`src/hdl/ngll_pkg.sv`:
```
// types and constants shared by the gll position extractor modules
`default_nettype none

package ngll_pkg;

    typedef logic [7:0] char_t;
    typedef logic [1:0] dir_t;

    // only the first bytes of a line are ever decoded
    localparam int DECODE_BYTES = 33;

    localparam char_t IDLE_BYTE  = 8'hFF;
    localparam char_t CR_BYTE    = 8'h0D;
    localparam char_t LF_BYTE    = 8'h0A;
    localparam char_t START_CHAR = 8'h24;
    localparam char_t COMMA_CHAR = 8'h2C;
    localparam char_t ZERO_CHAR  = 8'h30;
    localparam char_t NORTH_CHAR = 8'h4E;
    localparam char_t SOUTH_CHAR = 8'h53;
    localparam char_t EAST_CHAR  = 8'h45;
    localparam char_t WEST_CHAR  = 8'h57;

    localparam int          TAG_LEN  = 6;
    localparam logic [47:0] TAG_TEXT = "$GPGLL";

    // fixed field offsets within a line
    localparam int LAT_DEG_POS   = 7;
    localparam int LAT_MIN_POS   = 9;
    localparam int LAT_FRAC_POS  = 12;
    localparam int LAT_DIR_POS   = 18;
    localparam int LONG_DEG_POS  = 20;
    localparam int LONG_MIN_POS  = 23;
    localparam int LONG_FRAC_POS = 26;
    localparam int LONG_DIR_POS  = 32;

    localparam dir_t DIR_NONE   = 2'd0;
    localparam dir_t DIR_FIRST  = 2'd1;   // north or east
    localparam dir_t DIR_SECOND = 2'd2;   // south or west

    localparam logic [7:0] BAD_VALUE8  = 8'd255;
    localparam logic [9:0] BAD_VALUE10 = 10'd255;

    localparam int QUEUE_DEPTH = 2;
    localparam int QPTR_W      = 1;
    localparam int QCNT_W      = 2;

    // classified line end, element 0 is the most significant digit
    typedef struct packed {
        logic            found;
        dir_t            lat_dir;
        dir_t            lon_dir;
        char_t [1:0]     lat_deg_chars;
        char_t [1:0]     lat_min_chars;
        char_t [2:0]     lat_frac_chars;
        char_t [2:0]     long_deg_chars;
        char_t [1:0]     long_min_chars;
        char_t [2:0]     long_frac_chars;
    } ngll_req_t;

    typedef struct packed {
        logic       found;
        logic [7:0] lat_degrees;
        logic [7:0] lat_minutes;
        logic [9:0] lat_fraction;
        dir_t       lat_direction;
        logic [9:0] long_degrees;
        logic [7:0] long_minutes;
        logic [9:0] long_fraction;
        dir_t       long_direction;
    } ngll_res_t;

endpackage

`default_nettype wire

```
`src/hdl/ngll_front.sv`:
```
// front end: byte capture, line store, line end detection and classification
`default_nettype none

module ngll_front
    import ngll_pkg::*;
#(
    parameter int LINE_BYTES = 64
) (
    input  wire logic      aclk,
    input  wire logic      aresetn,
    input  wire logic      take,
    input  wire char_t     rx_byte,
    output logic           push,
    output ngll_req_t      push_req
);

    localparam int WP_W = $clog2(LINE_BYTES + 1);

    char_t            store_reg [DECODE_BYTES];
    char_t            last_reg;
    logic [WP_W-1:0]  wp_reg;

    logic             active;
    logic [WP_W-1:0]  wp_eff;
    logic             do_store;
    logic             line_end;
    logic [WP_W-1:0]  wp_next;
    char_t            view [DECODE_BYTES];
    logic             tag_ok;

    assign active   = take && (rx_byte != IDLE_BYTE);
    assign wp_eff   = (rx_byte == START_CHAR) ? '0 : wp_reg;
    assign do_store = active && (wp_eff < WP_W'(LINE_BYTES));
    assign line_end = do_store && (rx_byte == LF_BYTE) && (wp_eff != '0)
                      && (last_reg == CR_BYTE);

    always_comb begin
        wp_next = wp_reg;
        if (do_store) begin
            wp_next = line_end ? '0 : WP_W'(wp_eff + 1'b1);
        end
    end

    always_ff @(posedge aclk) begin
        if (!aresetn) begin
            for (int i = 0; i < DECODE_BYTES; i++) begin
                store_reg[i] <= '0;
            end
            last_reg <= '0;
            wp_reg   <= '0;
        end else begin
            for (int i = 0; i < DECODE_BYTES; i++) begin
                if (do_store && (wp_eff == WP_W'(i))) begin
                    store_reg[i] <= rx_byte;
                end
            end
            if (do_store) begin
                last_reg <= rx_byte;
            end
            wp_reg <= wp_next;
        end
    end

    // store contents as they stand once the current byte is written
    always_comb begin
        for (int i = 0; i < DECODE_BYTES; i++) begin
            view[i] = (do_store && (wp_eff == WP_W'(i))) ? rx_byte : store_reg[i];
        end
    end

    always_comb begin
        tag_ok = 1'b1;
        for (int i = 0; i < TAG_LEN; i++) begin
            if (view[i] != TAG_TEXT[8*(TAG_LEN-1-i) +: 8]) begin
                tag_ok = 1'b0;
            end
        end
    end

    always_comb begin
        push_req       = '0;
        push_req.found = tag_ok && (view[LAT_DEG_POS] != COMMA_CHAR);
        if (push_req.found) begin
            if (view[LAT_DIR_POS] == NORTH_CHAR) begin
                push_req.lat_dir = DIR_FIRST;
            end else if (view[LAT_DIR_POS] == SOUTH_CHAR) begin
                push_req.lat_dir = DIR_SECOND;
            end else begin
                push_req.lat_dir = DIR_NONE;
            end
            if (view[LONG_DIR_POS] == EAST_CHAR) begin
                push_req.lon_dir = DIR_FIRST;
            end else if (view[LONG_DIR_POS] == WEST_CHAR) begin
                push_req.lon_dir = DIR_SECOND;
            end else begin
                push_req.lon_dir = DIR_NONE;
            end
        end
        for (int k = 0; k < 2; k++) begin
            push_req.lat_deg_chars[k]  = view[LAT_DEG_POS + k];
            push_req.lat_min_chars[k]  = view[LAT_MIN_POS + k];
            push_req.long_min_chars[k] = view[LONG_MIN_POS + k];
        end
        for (int k = 0; k < 3; k++) begin
            push_req.lat_frac_chars[k]  = view[LAT_FRAC_POS + k];
            push_req.long_deg_chars[k]  = view[LONG_DEG_POS + k];
            push_req.long_frac_chars[k] = view[LONG_FRAC_POS + k];
        end
    end

    assign push = line_end;

endmodule

`default_nettype wire

```
`src/hdl/ngll_queue.sv`:
```
// two-entry request queue between front and back end
`default_nettype none

module ngll_queue
    import ngll_pkg::*;
(
    input  wire logic      aclk,
    input  wire logic      aresetn,
    input  wire logic      push,
    input  wire ngll_req_t push_req,
    output logic           has_room,
    input  wire logic      pop,
    output logic           head_valid,
    output ngll_req_t      head_req
);

    ngll_req_t          entry_reg [QUEUE_DEPTH];
    logic [QPTR_W-1:0]  wr_ptr_reg;
    logic [QPTR_W-1:0]  rd_ptr_reg;
    logic [QCNT_W-1:0]  count_reg;
    logic               do_pop;

    assign has_room   = (count_reg != QCNT_W'(QUEUE_DEPTH));
    assign head_valid = (count_reg != '0);
    assign head_req   = entry_reg[rd_ptr_reg];
    assign do_pop     = pop && head_valid;

    always_ff @(posedge aclk) begin
        if (push) begin
            entry_reg[wr_ptr_reg] <= push_req;
        end
    end

    always_ff @(posedge aclk) begin
        if (!aresetn) begin
            wr_ptr_reg <= '0;
            rd_ptr_reg <= '0;
            count_reg  <= '0;
        end else begin
            if (push) begin
                wr_ptr_reg <= wr_ptr_reg + 1'b1;
            end
            if (do_pop) begin
                rd_ptr_reg <= rd_ptr_reg + 1'b1;
            end
            if (push && !do_pop) begin
                count_reg <= count_reg + 1'b1;
            end else if (do_pop && !push) begin
                count_reg <= count_reg - 1'b1;
            end
        end
    end

endmodule

`default_nettype wire

```
`src/hdl/ngll_back.sv`:
```
// back end: digit arithmetic and result register
`default_nettype none

module ngll_back
    import ngll_pkg::*;
(
    input  wire logic      aclk,
    input  wire logic      aresetn,
    input  wire logic      head_valid,
    input  wire ngll_req_t head_req,
    output logic           pop,
    output logic           out_valid,
    input  wire logic      out_ready,
    output ngll_res_t      out_res
);

    function automatic logic [7:0] two_digits(input char_t hi, input char_t lo);
        logic [7:0] d_hi;
        logic [7:0] d_lo;
        d_hi = hi - ZERO_CHAR;
        d_lo = lo - ZERO_CHAR;
        return 8'(d_hi * 8'd10 + d_lo);
    endfunction

    function automatic logic [9:0] three_digits(input char_t c0, input char_t c1,
                                                input char_t c2);
        logic [9:0] d0;
        logic [9:0] d1;
        logic [9:0] d2;
        d0 = {2'b00, c0} - {2'b00, ZERO_CHAR};
        d1 = {2'b00, c1} - {2'b00, ZERO_CHAR};
        d2 = {2'b00, c2} - {2'b00, ZERO_CHAR};
        return 10'(d0 * 10'd100 + d1 * 10'd10 + d2);
    endfunction

    logic       valid_reg;
    ngll_res_t  res_reg;
    ngll_res_t  res_next;

    assign pop = head_valid && (!valid_reg || out_ready);

    always_comb begin
        res_next = '0;
        if (head_req.found) begin
            res_next.found = 1'b1;
            if (head_req.lat_dir == DIR_NONE) begin
                res_next.lat_degrees  = BAD_VALUE8;
                res_next.lat_minutes  = BAD_VALUE8;
                res_next.lat_fraction = BAD_VALUE10;
            end else begin
                res_next.lat_degrees  = two_digits(head_req.lat_deg_chars[0],
                                                   head_req.lat_deg_chars[1]);
                res_next.lat_minutes  = two_digits(head_req.lat_min_chars[0],
                                                   head_req.lat_min_chars[1]);
                res_next.lat_fraction = three_digits(head_req.lat_frac_chars[0],
                                                     head_req.lat_frac_chars[1],
                                                     head_req.lat_frac_chars[2]);
            end
            res_next.lat_direction = head_req.lat_dir;
            if (head_req.lon_dir == DIR_NONE) begin
                res_next.long_degrees  = BAD_VALUE10;
                res_next.long_minutes  = BAD_VALUE8;
                res_next.long_fraction = BAD_VALUE10;
            end else begin
                res_next.long_degrees  = three_digits(head_req.long_deg_chars[0],
                                                      head_req.long_deg_chars[1],
                                                      head_req.long_deg_chars[2]);
                res_next.long_minutes  = two_digits(head_req.long_min_chars[0],
                                                    head_req.long_min_chars[1]);
                res_next.long_fraction = three_digits(head_req.long_frac_chars[0],
                                                      head_req.long_frac_chars[1],
                                                      head_req.long_frac_chars[2]);
            end
            res_next.long_direction = head_req.lon_dir;
        end
    end

    always_ff @(posedge aclk) begin
        if (!aresetn) begin
            valid_reg <= 1'b0;
        end else if (pop) begin
            valid_reg <= 1'b1;
        end else if (out_ready) begin
            valid_reg <= 1'b0;
        end
    end

    always_ff @(posedge aclk) begin
        if (pop) begin
            res_reg <= res_next;
        end
    end

    assign out_valid = valid_reg;
    assign out_res   = res_reg;

endmodule

`default_nettype wire

```
`src/hdl/nmea_gll_position_extractor_unit.sv`:
```
// top level of the gll sentence position extractor
//
//   channel | direction | handshake          | payload
//   --------+-----------+--------------------+-----------------------------------
//   s_      | in        | s_valid / s_ready  | s_rx_byte, one receiver character
//   m_      | out       | m_valid / m_ready  | m_found, latitude and longitude
//
// one byte is taken every cycle while s_ready is high; the line end byte (lf after cr)
// is classified and written into the queue when it is accepted, the result register
// loads it from the queue head when it is empty or being read, and m_valid then rises
// synchronous reset clears the decoded part of the line store and the write position
// s_ready drops only while the two-entry queue holds two unread line ends
// a stalled m_ side keeps the result register and fills the queue
`default_nettype none

module nmea_gll_position_extractor_unit
    import ngll_pkg::*;
#(
    parameter int LINE_BYTES = 64
) (
    input  wire logic       aclk,
    input  wire logic       aresetn,
    input  wire logic       s_valid,
    output logic            s_ready,
    input  wire logic [7:0] s_rx_byte,
    output logic            m_valid,
    input  wire logic       m_ready,
    output logic            m_found,
    output logic [7:0]      m_lat_degrees,
    output logic [7:0]      m_lat_minutes,
    output logic [9:0]      m_lat_fraction,
    output logic [1:0]      m_lat_direction,
    output logic [9:0]      m_long_degrees,
    output logic [7:0]      m_long_minutes,
    output logic [9:0]      m_long_fraction,
    output logic [1:0]      m_long_direction
);

    logic       take;
    logic       push;
    ngll_req_t  push_req;
    logic       has_room;
    logic       pop;
    logic       head_valid;
    ngll_req_t  head_req;
    ngll_res_t  out_res;

    // a request is taken whenever the queue can hold a possible line end
    assign s_ready = has_room;
    assign take    = s_valid && s_ready;

    // front end: line store, cr/lf tracking, tag and direction checks
    ngll_front #(
        .LINE_BYTES (LINE_BYTES)
    ) u_front (
        .aclk     (aclk),
        .aresetn  (aresetn),
        .take     (take),
        .rx_byte  (s_rx_byte),
        .push     (push),
        .push_req (push_req)
    );

    // decouples byte capture from result delivery
    ngll_queue u_queue (
        .aclk       (aclk),
        .aresetn    (aresetn),
        .push       (push),
        .push_req   (push_req),
        .has_room   (has_room),
        .pop        (pop),
        .head_valid (head_valid),
        .head_req   (head_req)
    );

    // back end: digit sums and the output register
    ngll_back u_back (
        .aclk       (aclk),
        .aresetn    (aresetn),
        .head_valid (head_valid),
        .head_req   (head_req),
        .pop        (pop),
        .out_valid  (m_valid),
        .out_ready  (m_ready),
        .out_res    (out_res)
    );

    assign m_found          = out_res.found;
    assign m_lat_degrees    = out_res.lat_degrees;
    assign m_lat_minutes    = out_res.lat_minutes;
    assign m_lat_fraction   = out_res.lat_fraction;
    assign m_lat_direction  = out_res.lat_direction;
    assign m_long_degrees   = out_res.long_degrees;
    assign m_long_minutes   = out_res.long_minutes;
    assign m_long_fraction  = out_res.long_fraction;
    assign m_long_direction = out_res.long_direction;

endmodule

`default_nettype wire

```
`config.mk`:
```
export PLATFORM = sky130hd
export DESIGN_NAME = nmea_gll_position_extractor_unit
export DESIGN_NICKNAME = d
export VERILOG_FILES = /design/src/hdl/ngll_pkg.sv /design/src/hdl/ngll_front.sv /design/src/hdl/ngll_queue.sv /design/src/hdl/ngll_back.sv /design/src/hdl/nmea_gll_position_extractor_unit.sv
export SDC_FILE = /design/constraint.sdc
export NUM_CORES = 1
export LEC_CHECK = 0
export ABC_AREA = 1
export BUFFER_PORTS_ARGS = -buffer_cell sky130_fd_sc_hd__buf_4
export CAP_MARGIN = 20
export CORE_ASPECT_RATIO = 1.4
export CORE_MARGIN = 3
export CORE_UTILIZATION = 70
export CTS_BUF_LIST = sky130_fd_sc_hd__clkbuf_8
export DETAILED_ROUTE_END_ITERATION = 10
export PLACE_DENSITY = 0.88
export SYNTH_ARGS = -nofsm -noshare
export SYNTH_HDL_FRONTEND = slang
export SYNTH_SLANG_ARGS = --single-unit
```
`constraint.sdc`:
```
create_clock -name aclk -period 20.2 [get_ports aclk]
set_clock_uncertainty 0.15 [all_clocks]
set_input_delay 3.03 -clock aclk [delete_from_list [all_inputs] [get_ports aclk]]
set_output_delay 3.03 -clock aclk [all_outputs]
set_load 0.005 [all_outputs]
```
**Yosys cells after proc, flatten, opt, wreduce, memory -nomap -nowiden**

Memory sizes are Yosys's and may differ from the RTL's. A register that Yosys moved wholly into a read port is not among the register bits.
Index checks and enable logic that the tools add are counted.
Widths: inputs -> output; s select.

- Add/sub/neg operators: 29
- Multipliers: 9
- Magnitude comparators: 1
- Eq/ne operators: 48
- Multiplexer cells: 180
- Bitwise logic cells: 34
- Reduce and logical (&&, ||, !) cells: 57

Operator list:

| kind | number |
|---|---|
| $mux 8 | 56 |
| $eq 7x5->1 const B | 16 |
| $mux 1 | 112 |
| $sub 8x6->9 const B | 9 |
| $add 10x10->10 | 6 |
| $mux 59 | 1 |
| $eq 7x4->1 const B | 8 |
| $sub 8x6->8 const B | 6 |
| $logic_and 1x1->1 | 44 |
| $ne 8x7->1 const B | 5 |
| $or 1x1->1 | 33 |
| $eq 8x7->1 const B | 4 |
| $mul 10x3->9 const B | 3 |
| $mul 10x5->8 const B | 3 |
| $eq 7x3->1 const B | 4 |
| $mux 28 | 1 |
| $mux 26 | 1 |
| $add 8x8->8 | 3 |
| $mul 8x3->7 const B | 3 |
| $eq 8x4->1 const B | 2 |
| $ne 8x6->1 const B | 2 |
| $eq 7x2->1 const B | 2 |
| $mux 7 | 2 |
| $mux 2 | 6 |
| other kinds (19) | 26 |

- Register bits: 79
- RAM bits: 514
- Word-level logic and storage cells: 378
- Memories: 2

Memories:

| name | depth | width | rd ports | clocked after memory_dff | write ports | RTL line | RTL |
|---|---|---|---|---|---|---|---|
| u_front.store_reg | 33 | 8 | 23 | 0 | 33 | ngll_front.sv:19 | `char_t store_reg [DECODE_BYTES];` |
| u_queue.entry_reg | 2 | 125 | 1 | 1 | 1 | ngll_queue.sv:17 | `ngll_req_t entry_reg [QUEUE_DEPTH];` |

**Logic depth before layout (Yosys ltp)**

Gate-level depths: netlist (run 1).

- Depth in word-level cells: 15
- Mapped depth: 28

**By module**

Synthesis (run 1) repeated with hierarchy kept, for this count alone.

- Cells, all modules: 2151
- Area total of the unflattened synthesis: 25871.1 sq um

Modules (own cells, without submodules):

| module | instances | cells an instance | area each (sq um) | seq. area each (sq um) |
|---|---|---|---|---|
| ngll_queue | 1 | 425 | 9451.6 | 7607.3 |
| ngll_front | 1 | 847 | 8858.5 | 5825.6 |
| ngll_back | 1 | 877 | 7553.5 | 1791.7 |
| nmea_gll_position_extractor_unit | 1 | 2 | 7.5 | 0.0 |

**Least setup slack after synthesis (run 1)**

Ideal clock, no wire load.

- Path type: input-to-reg
- From: in s_rx_byte[4]
- To: mem u_queue.entry_reg[1][0] (netlist name), enable pin
- Data arrival time: 9.174 ns
- Slack: 10.270 ns
- Stages on the path: 10
- Path buffers: 1
- Cell sequence: buf_4 -> inv_4 -> nand2_2 -> nor2_4 -> nand2_4 -> nand2_1 -> nand2_4 -> nor4_1 -> nand2_1 -> nor2_1

- Cells in the longest elaborated chain, start to end: 9
- Elaborated cells on any way between the ends: 13
- Classes of those cells: order compare: 1; eq/ne: 3; mux: 3; reduce/logical: 6

RTL lines:

| what | RTL line | RTL |
|---|---|---|
| start, declared | nmea_gll_position_extractor_unit.sv:25 | `input wire logic [7:0] s_rx_byte,` |
| $eq 8x6->1 | ngll_front.sv:32 | `assign wp_eff = (rx_byte == START_CHAR) ? '0 : wp_reg;` |
| $mux 7 | ngll_front.sv:32 |  |
| $lt 7x7->1 | ngll_front.sv:33 | `assign do_store = active && (wp_eff < WP_W'(LINE_BYTES));` |
| $logic_and 1x1->1 | ngll_front.sv:33 |  |
| $logic_and 1x1->1 | ngll_front.sv:34 | `assign line_end = do_store && (rx_byte == LF_BYTE) && (wp_eff != '0)` |
| $logic_and 1x1->1 (*) | ngll_front.sv:34 |  |
| $logic_and 1x1->1 (*) | ngll_front.sv:35 | `&& (last_reg == CR_BYTE);` |
| $mux 1 (*) | ngll_queue.sv:29 | `if (push) begin` |
| $mux 1 (not written as such) (*) | ngll_queue.sv:30 | `entry_reg[wr_ptr_reg] <= push_req;` |
| end, declared | ngll_queue.sv:17 |  |

Every way passes the cells marked *; elsewhere a longest branch is shown, timed or not.

==> summary.md, run 1 <==
| Metric | Value |
|---|---|
| Status | `finished, final reports clean` |
| Required @ worst endpoint | `20310 ps` |
| ANT nets after route | `0` |
| Die area | `0.0381 mm^2` |
| Count of buffers from port buffering | `72` |
| Nets@finish | `2586` |
| Post-synth cell types | `47` |
| Total GRT Usage | `29.4%` |
| Largest register FFs | `244` |
| #FFs+latches synth | `506` |
| Core area | `0.0352 mm^2` |
| Cts bufs inserted | `75` |
| Drt drc | `0` |
| Worst slew margin | `27.7%` |
| WL/cell | `19.6 um` |
| Area leader, netlist | `edfxtp_1` |
| CTS tree | `yes` |
| Initial core utilization | `71.2%` |
| H-tree lvl count | `3` |
| Multi-input logic area | `0.00882 mm^2` |
| Placed cell count | `2755` |
| Final std cell area, no fill | `0.0274 mm^2` |
| Area Growth Syn to Fin | `9.60%` |
| Final Max Slew Viols | `0` |
| Largest net degree at the start of global routing | `86` |
| Final WL | `56700 um` |
| Worst min-delay path category | `reg2reg` |
| Overflow after GRT | `0` |
| Root Driver | `clkbuf_8` |
| Initial DRC Count | `1719` |
| CTS sink cnt | `506` |
| Vias per Instance | `5.90` |
| Via Count | `17064` |
| First-pass GRT wire length | `88100 um` |
| Fillers | `2050` |
| Syn nets | `2498` |
| RePlAce Congestion | `0.893` |
| Hold violation total from the final report | `0` |
| Placed cell areas | `0.0259 mm^2` |
| Die X | `166 um` |
| Crit Path Category | `in2reg` |
| Peak Freq | `156 MHz` |
| Yosys warns | `0` |
| Count of final setup violators | `0` |
| Avg Inst Size Synth | `10.9 um^2` |
| Initial antenna violation count | `1` |
| Placed wire-length estimate | `36500 um` |
| RSZ-0062 raised after global routing | `no` |
| Crit Path Max Fanout | `23` |
| Post-synth EDFFs | `485` |
| Max Root-Sink Buffers | `3` |
| Postcts setup bufs | `0` |
| Setup TNS | `0 ps` |
| Register area share after synthesis | `59.8%` |
| Max_cap viols | `0` |
| Top area cells in the synthesized netlist | `edfxtp_1, nand2_1, ha_1` |
| Layout cells sized above 1 | `10.0%` |
| Crit share post-route | `31.7%` |
| Top FF cell, synth | `edfxtp_1` |
| Vias in the first global route | `17388` |
| Setup crit end kind | `register` |
| Die Ht | `230 um` |
| Row count | `81` |
| Worst slew pin tran | `1090 ps` |
| CTS resizes | `0` |
| Hold_buf cts | `0` |
| Post-Syn Instances | `2290` |
| Critical Path Start Type | `primary input` |
| Critical path arrival | `6510 ps` |
| 1st-pass router iterations | `8` |
| Worst skew pair latency | `630 ps` |
| Synth async-reset ratio | `0%` |
| Synthesized area | `0.0250 mm^2` |
| Reg area | `0.0150 mm^2` |
| Crit path time final | `6400 ps` |
| Synth top area share | `58.2%` |
| IO Count | `73` |
| Clock-pin slew on the worst setup and hold paths | `60 ps` |
| Non-filler cells, final | `2891` |
layer usage:
layer	GRT usage [%]	vias to the layer above	part of all wire, %
met1	34.0	8131	36
met4	16.9	0	5.1
li1	-	7928	-
met2	52.3	797	52
met3	4.32	208	6.8
met5	0	-	0
path summary, 6_finish.rpt:
check	start	endpoint	slack, ps	cells after the start
max	s_rx_byte[7]	u_front.store_reg[0][162]	13800	16
max reg2reg	register	u_back.out_res[11]	14090	23
min reg2reg	u_queue.rd_ptr_reg	register	290	1
min	u_queue.rd_ptr_reg	register	290	1
area by class of cell:
| cell class | instances | share of cell area, % |
|---|---|---|
| inverter | 251 | 3.44 |
| clock buffer | 80 | 4.01 |
| sequential | 506 | 54.6 |
| tap | 456 | 2.08 |
| timing repair buffer | 83 | 2.39 |
| antenna | 1 | 0.00912 |
| multi-input combinational | 1461 | 32.2 |
| clock inverter | 53 | 1.30 |
logic make-up (layout without fill, tap and decap cells):
logic type,after synthesis,count (layout),share of synthesized area (%)
mux,16,16,0.640
other cells,0,1,0
compound gates,296,296,6.15
fa+ha+maj,196,196,11.0
flops,506,506,59.8
buf+inv,323,467,5.06
simple gates,874,874,14.6
xor+xnor,79,79,2.76
cell usage in the layout (no fill, tap or decap), types with 4 or more instances in the layout:
cell type / count
a21oi_1: 88
buf_4: 81
bufinv_16: 5
clkbuf_8: 80
clkinv_1: 19
clkinv_2: 14
dfxtp_1: 20
edfxtp_1: 485
fa_1: 39
ha_1: 157
inv_1: 255
inv_2: 8
mux2i_1: 16
nand2_1: 618
nand2_2: 4
nand2_4: 5
nand3_1: 73
nand3b_1: 4
nand4_1: 15
nor2_1: 100
nor2_2: 7
nor2_4: 6
nor3_1: 6
nor4_1: 6
o21ai_0: 157
o21ai_1: 27
or2_2: 20
xnor2_1: 35
xor2_1: 44
worst max-delay path, cell delays in order:
cell and delay, ps:
buf_4 120, inv_1 590, nand2_1 200, nor2_4 140, nand2_4 160, nand2_1 200
nand2_4 190, nor2_4 370, nand3_1 170, nand2_1 110, nor2_1 50, nand2_1 90
nor2_1 70, nand3_2 160, nand2_1 70, inv_1 770
synth_stat cells (3+ instances only):
cell,count
a21oi_1,89
a31oi_1,3
buf_1,4
buf_2,15
buf_4,3
buf_6,3
clkbuf_1,47
dfxtp_1,21
edfxtp_1,485
fa_1,39
ha_1,157
inv_1,242
inv_2,7
mux2i_1,16
nand2_1,618
nand2_2,4
nand2_4,5
nand3_1,73
nand3_2,3
nand3b_1,4
nand4_1,15
nor2_1,102
nor2_2,7
nor2_4,4
nor3_1,6
nor4_1,6
o21ai_0,157
o21ai_1,28
o21bai_1,3
or2_2,20
xnor2_1,35
xor2_1,44
per-stage QoR:
step | hold WS [ps] | setup slack (ps) | utilization (%)
after detailed placement | 284 | 12560 | 73.8
final | 289 | 13800 | 78.0
after global placement | 278 | 12670 | 73.8
after floorplan | 276 | 10270 | -
after global routing | 319 | 13560 | 78.0
after CTS | 293 | 13230 | 77.9
Power of run 1 is not shown: default switching activity piles up to over one toggle a cycle in this logic, so the estimate is an artifact.
==> inputs of run 2 (changes only) <==
--- a/config.mk
+++ b/config.mk
@@ -10,10 +10,10 @@
 export CAP_MARGIN = 20
 export CORE_ASPECT_RATIO = 1.4
 export CORE_MARGIN = 3
-export CORE_UTILIZATION = 70
+export CORE_UTILIZATION = 65
 export CTS_BUF_LIST = sky130_fd_sc_hd__clkbuf_8
 export DETAILED_ROUTE_END_ITERATION = 10
-export PLACE_DENSITY = 0.88
+export PLACE_DENSITY = 0.83
 export SYNTH_ARGS = -nofsm -noshare
 export SYNTH_HDL_FRONTEND = slang
 export SYNTH_SLANG_ARGS = --single-unit
==> constraint.sdc (replaced) <==
create_clock -name aclk -period 6.3 [get_ports aclk]
set_clock_uncertainty 0.15 [all_clocks]
set_input_delay 0.945 -clock aclk [delete_from_list [all_inputs] [get_ports aclk]]
set_output_delay 0.945 -clock aclk [all_outputs]
set_load 0.005 [all_outputs]
==> run 2 against run 1 <==
Net effect:
- final cell count increased by 0.52%
- flip-flop and latch count stayed put
- critical path depth increased by 10
- utilization is 5.4 points lower
- highest routed layer unchanged
- die area grew 7.4%
- critical path type is now reg2reg
- design area hardly changed
==> summary.md, run 2 (synthesis results as in run 1) <==
| Metric | Value |
|---|---|
| Reg area | `0.0150 mm^2 (unchanged)` |
| Placed wire-length estimate | `35600 um (-2.4%)` |
| Largest register FFs | `244 (unchanged)` |
| Die X | `172 um (+3.6%)` |
| Most common cell after layout, fill and taps aside | `nand2_1` |
| 1st-pass router iterations | `6 (-2)` |
| Initial core utilization | `66.2% (-5.0 points)` |
| Layout cells sized above 1 | `10.2% (+0.17 points)` |
| Cts bufs inserted | `72 (-4.0%)` |
| Setup slack, reg-to-reg | `830 ps (-13260 ps)` |
| RePlAce Congestion | `0.903 (+1.1%)` |
| Critical path arrival | `5690 ps (-820 ps)` |
| Crit share post-route | `86.8%` |
| Initial DRC Count | `1372 (-20%)` |
| IO Count | `73 (unchanged)` |
| Max_cap viols | `0 (unchanged)` |
| Crit Path Max Fanout | `24 (+4.3%)` |
| Drt drc | `0 (unchanged)` |
| Worst slew pin tran | `1100 ps (+11.0 ps)` |
| First-pass GRT wire length | `85600 um (-2.8%)` |
| Worst slew margin | `26.8% (-0.82 points)` |
| Clock-pin slew on the worst setup and hold paths | `70 ps (about the same)` |
| Crit Path Category | `reg2reg` |
| Hold_buf cts | `0 (unchanged)` |
| Setup crit end kind | `register` |
| Worst skew pair latency | `630 ps (about the same)` |
| Area Growth Syn to Fin | `9.70% (about the same)` |
| Count of buffers from port buffering | `72 (unchanged)` |
| Die area | `0.0409 mm^2 (+7.4%)` |
| Final WL | `54600 um (-3.8%)` |
| Peak Freq | `183 MHz` |
| Nets@finish | `2593 (+0.27%)` |
| Required @ worst endpoint | `6520 ps (-13790 ps)` |
| Largest net degree at the start of global routing | `109 (+27%)` |
| Setup TNS | `0 ps (unchanged)` |
| Root Driver | `clkbuf_8` |
| Multi-input logic area | `0.00882 mm^2 (unchanged)` |
| Count of final setup violators | `0 (unchanged)` |
| CTS resizes | `0 (unchanged)` |
| ANT nets after route | `0 (unchanged)` |
| Overflow after GRT | `0 (unchanged)` |
| Die Ht | `238 um (+3.7%)` |
| Total GRT Usage | `27.1% (-2.2 points)` |
| Row count | `84 (+3.7%)` |
| Fillers | `2504 (+22%)` |
| H-tree lvl count | `3 (unchanged)` |
| WL/cell | `18.8 um (-4.3%)` |
| Final Max Slew Viols | `0 (unchanged)` |
| Max Root-Sink Buffers | `3 (unchanged)` |
| RSZ-0062 raised after global routing | `no` |
| Critical Path Start Type | `register` |
| CTS tree | `yes` |
| CTS sink cnt | `506 (unchanged)` |
| Crit path time final | `5470 ps` |
| Vias in the first global route | `16847 (-3.1%)` |
| Postcts setup bufs | `0 (unchanged)` |
| Worst min-delay path category | `reg2reg` |
| Commonest cells after routing, fill and taps aside | `nand2_1, edfxtp_1, inv_1` |
| Core area | `0.0378 mm^2 (+7.6%)` |
| Initial antenna violation count | `1 (unchanged)` |
| Status | `finished, final reports clean` |
| Vias per Instance | `5.76 (-2.4%)` |
| Hold violation total from the final report | `0 (unchanged)` |
| Via Count | `16736 (-1.9%)` |
## run 2: metrics by stage
stage | hold slack, ps | util, % | worst slack [ps] | cell area [um^2] | instances
floorplan | 276 | - | 505 | 25000 | 2290
global placement | 280 | 69.0 | 1130 | 26100 | 2784
detailed placement | 286 | 69.0 | 922 | 26100 | 2784
CTS | 303 | 72.6 | 903 | 27500 | 2905
global route | 328 | 72.6 | 560 | 27500 | 2906
finish | 310 | 72.6 | 830 | 27500 | 2906
## run 2: area by class of cell
type	instances	area share, %
flip-flops and latches	506	54.6
multi-input cells	1461	32.1
clock buffers	78	3.91
inverters	251	3.44
repair buffers	93	2.72
well taps	473	2.15
clock inverters	43	1.07
diodes	1	0.00911
## run 2: worst paths after layout
path / end / cells past startpoint / start
setup reg to reg: u_back.out_res[11] / 26 / register
hold reg to reg: register / 1 / u_queue.rd_ptr_reg
hold / removal: register / 1 / u_queue.rd_ptr_reg
setup / recovery: u_back.out_res[11] / 26 / register
## run 2: routing by layer
layer	global-route usage (%)	routed length (um)
met4	15.9	3130
met1	31.7	19700
met3	5.05	4090
met5	0	0
met2	46.6	27700
## run 2: critical path: stages (launching register included)
cell and delay, ps:
dfxtp_4 530, inv_2 250, buf_4 270, or2_2 290, o21ai_0 160, inv_1 120, ha_1 240, inv_1 70
nor2_1 60, or2_2 280, ha_1 290, ha_1 330, inv_1 100, o221ai_1 140, xnor2_1 170, fa_1 500
inv_1 40, ha_1 350, nand2_1 120, a21oi_1 50, a211oi_1 190, o31a_1 210, inv_1 50, nand2_1 70
nand2_1 50, nand2_1 50, a21oi_1 60
Power of run 2 is left out for the same reason.
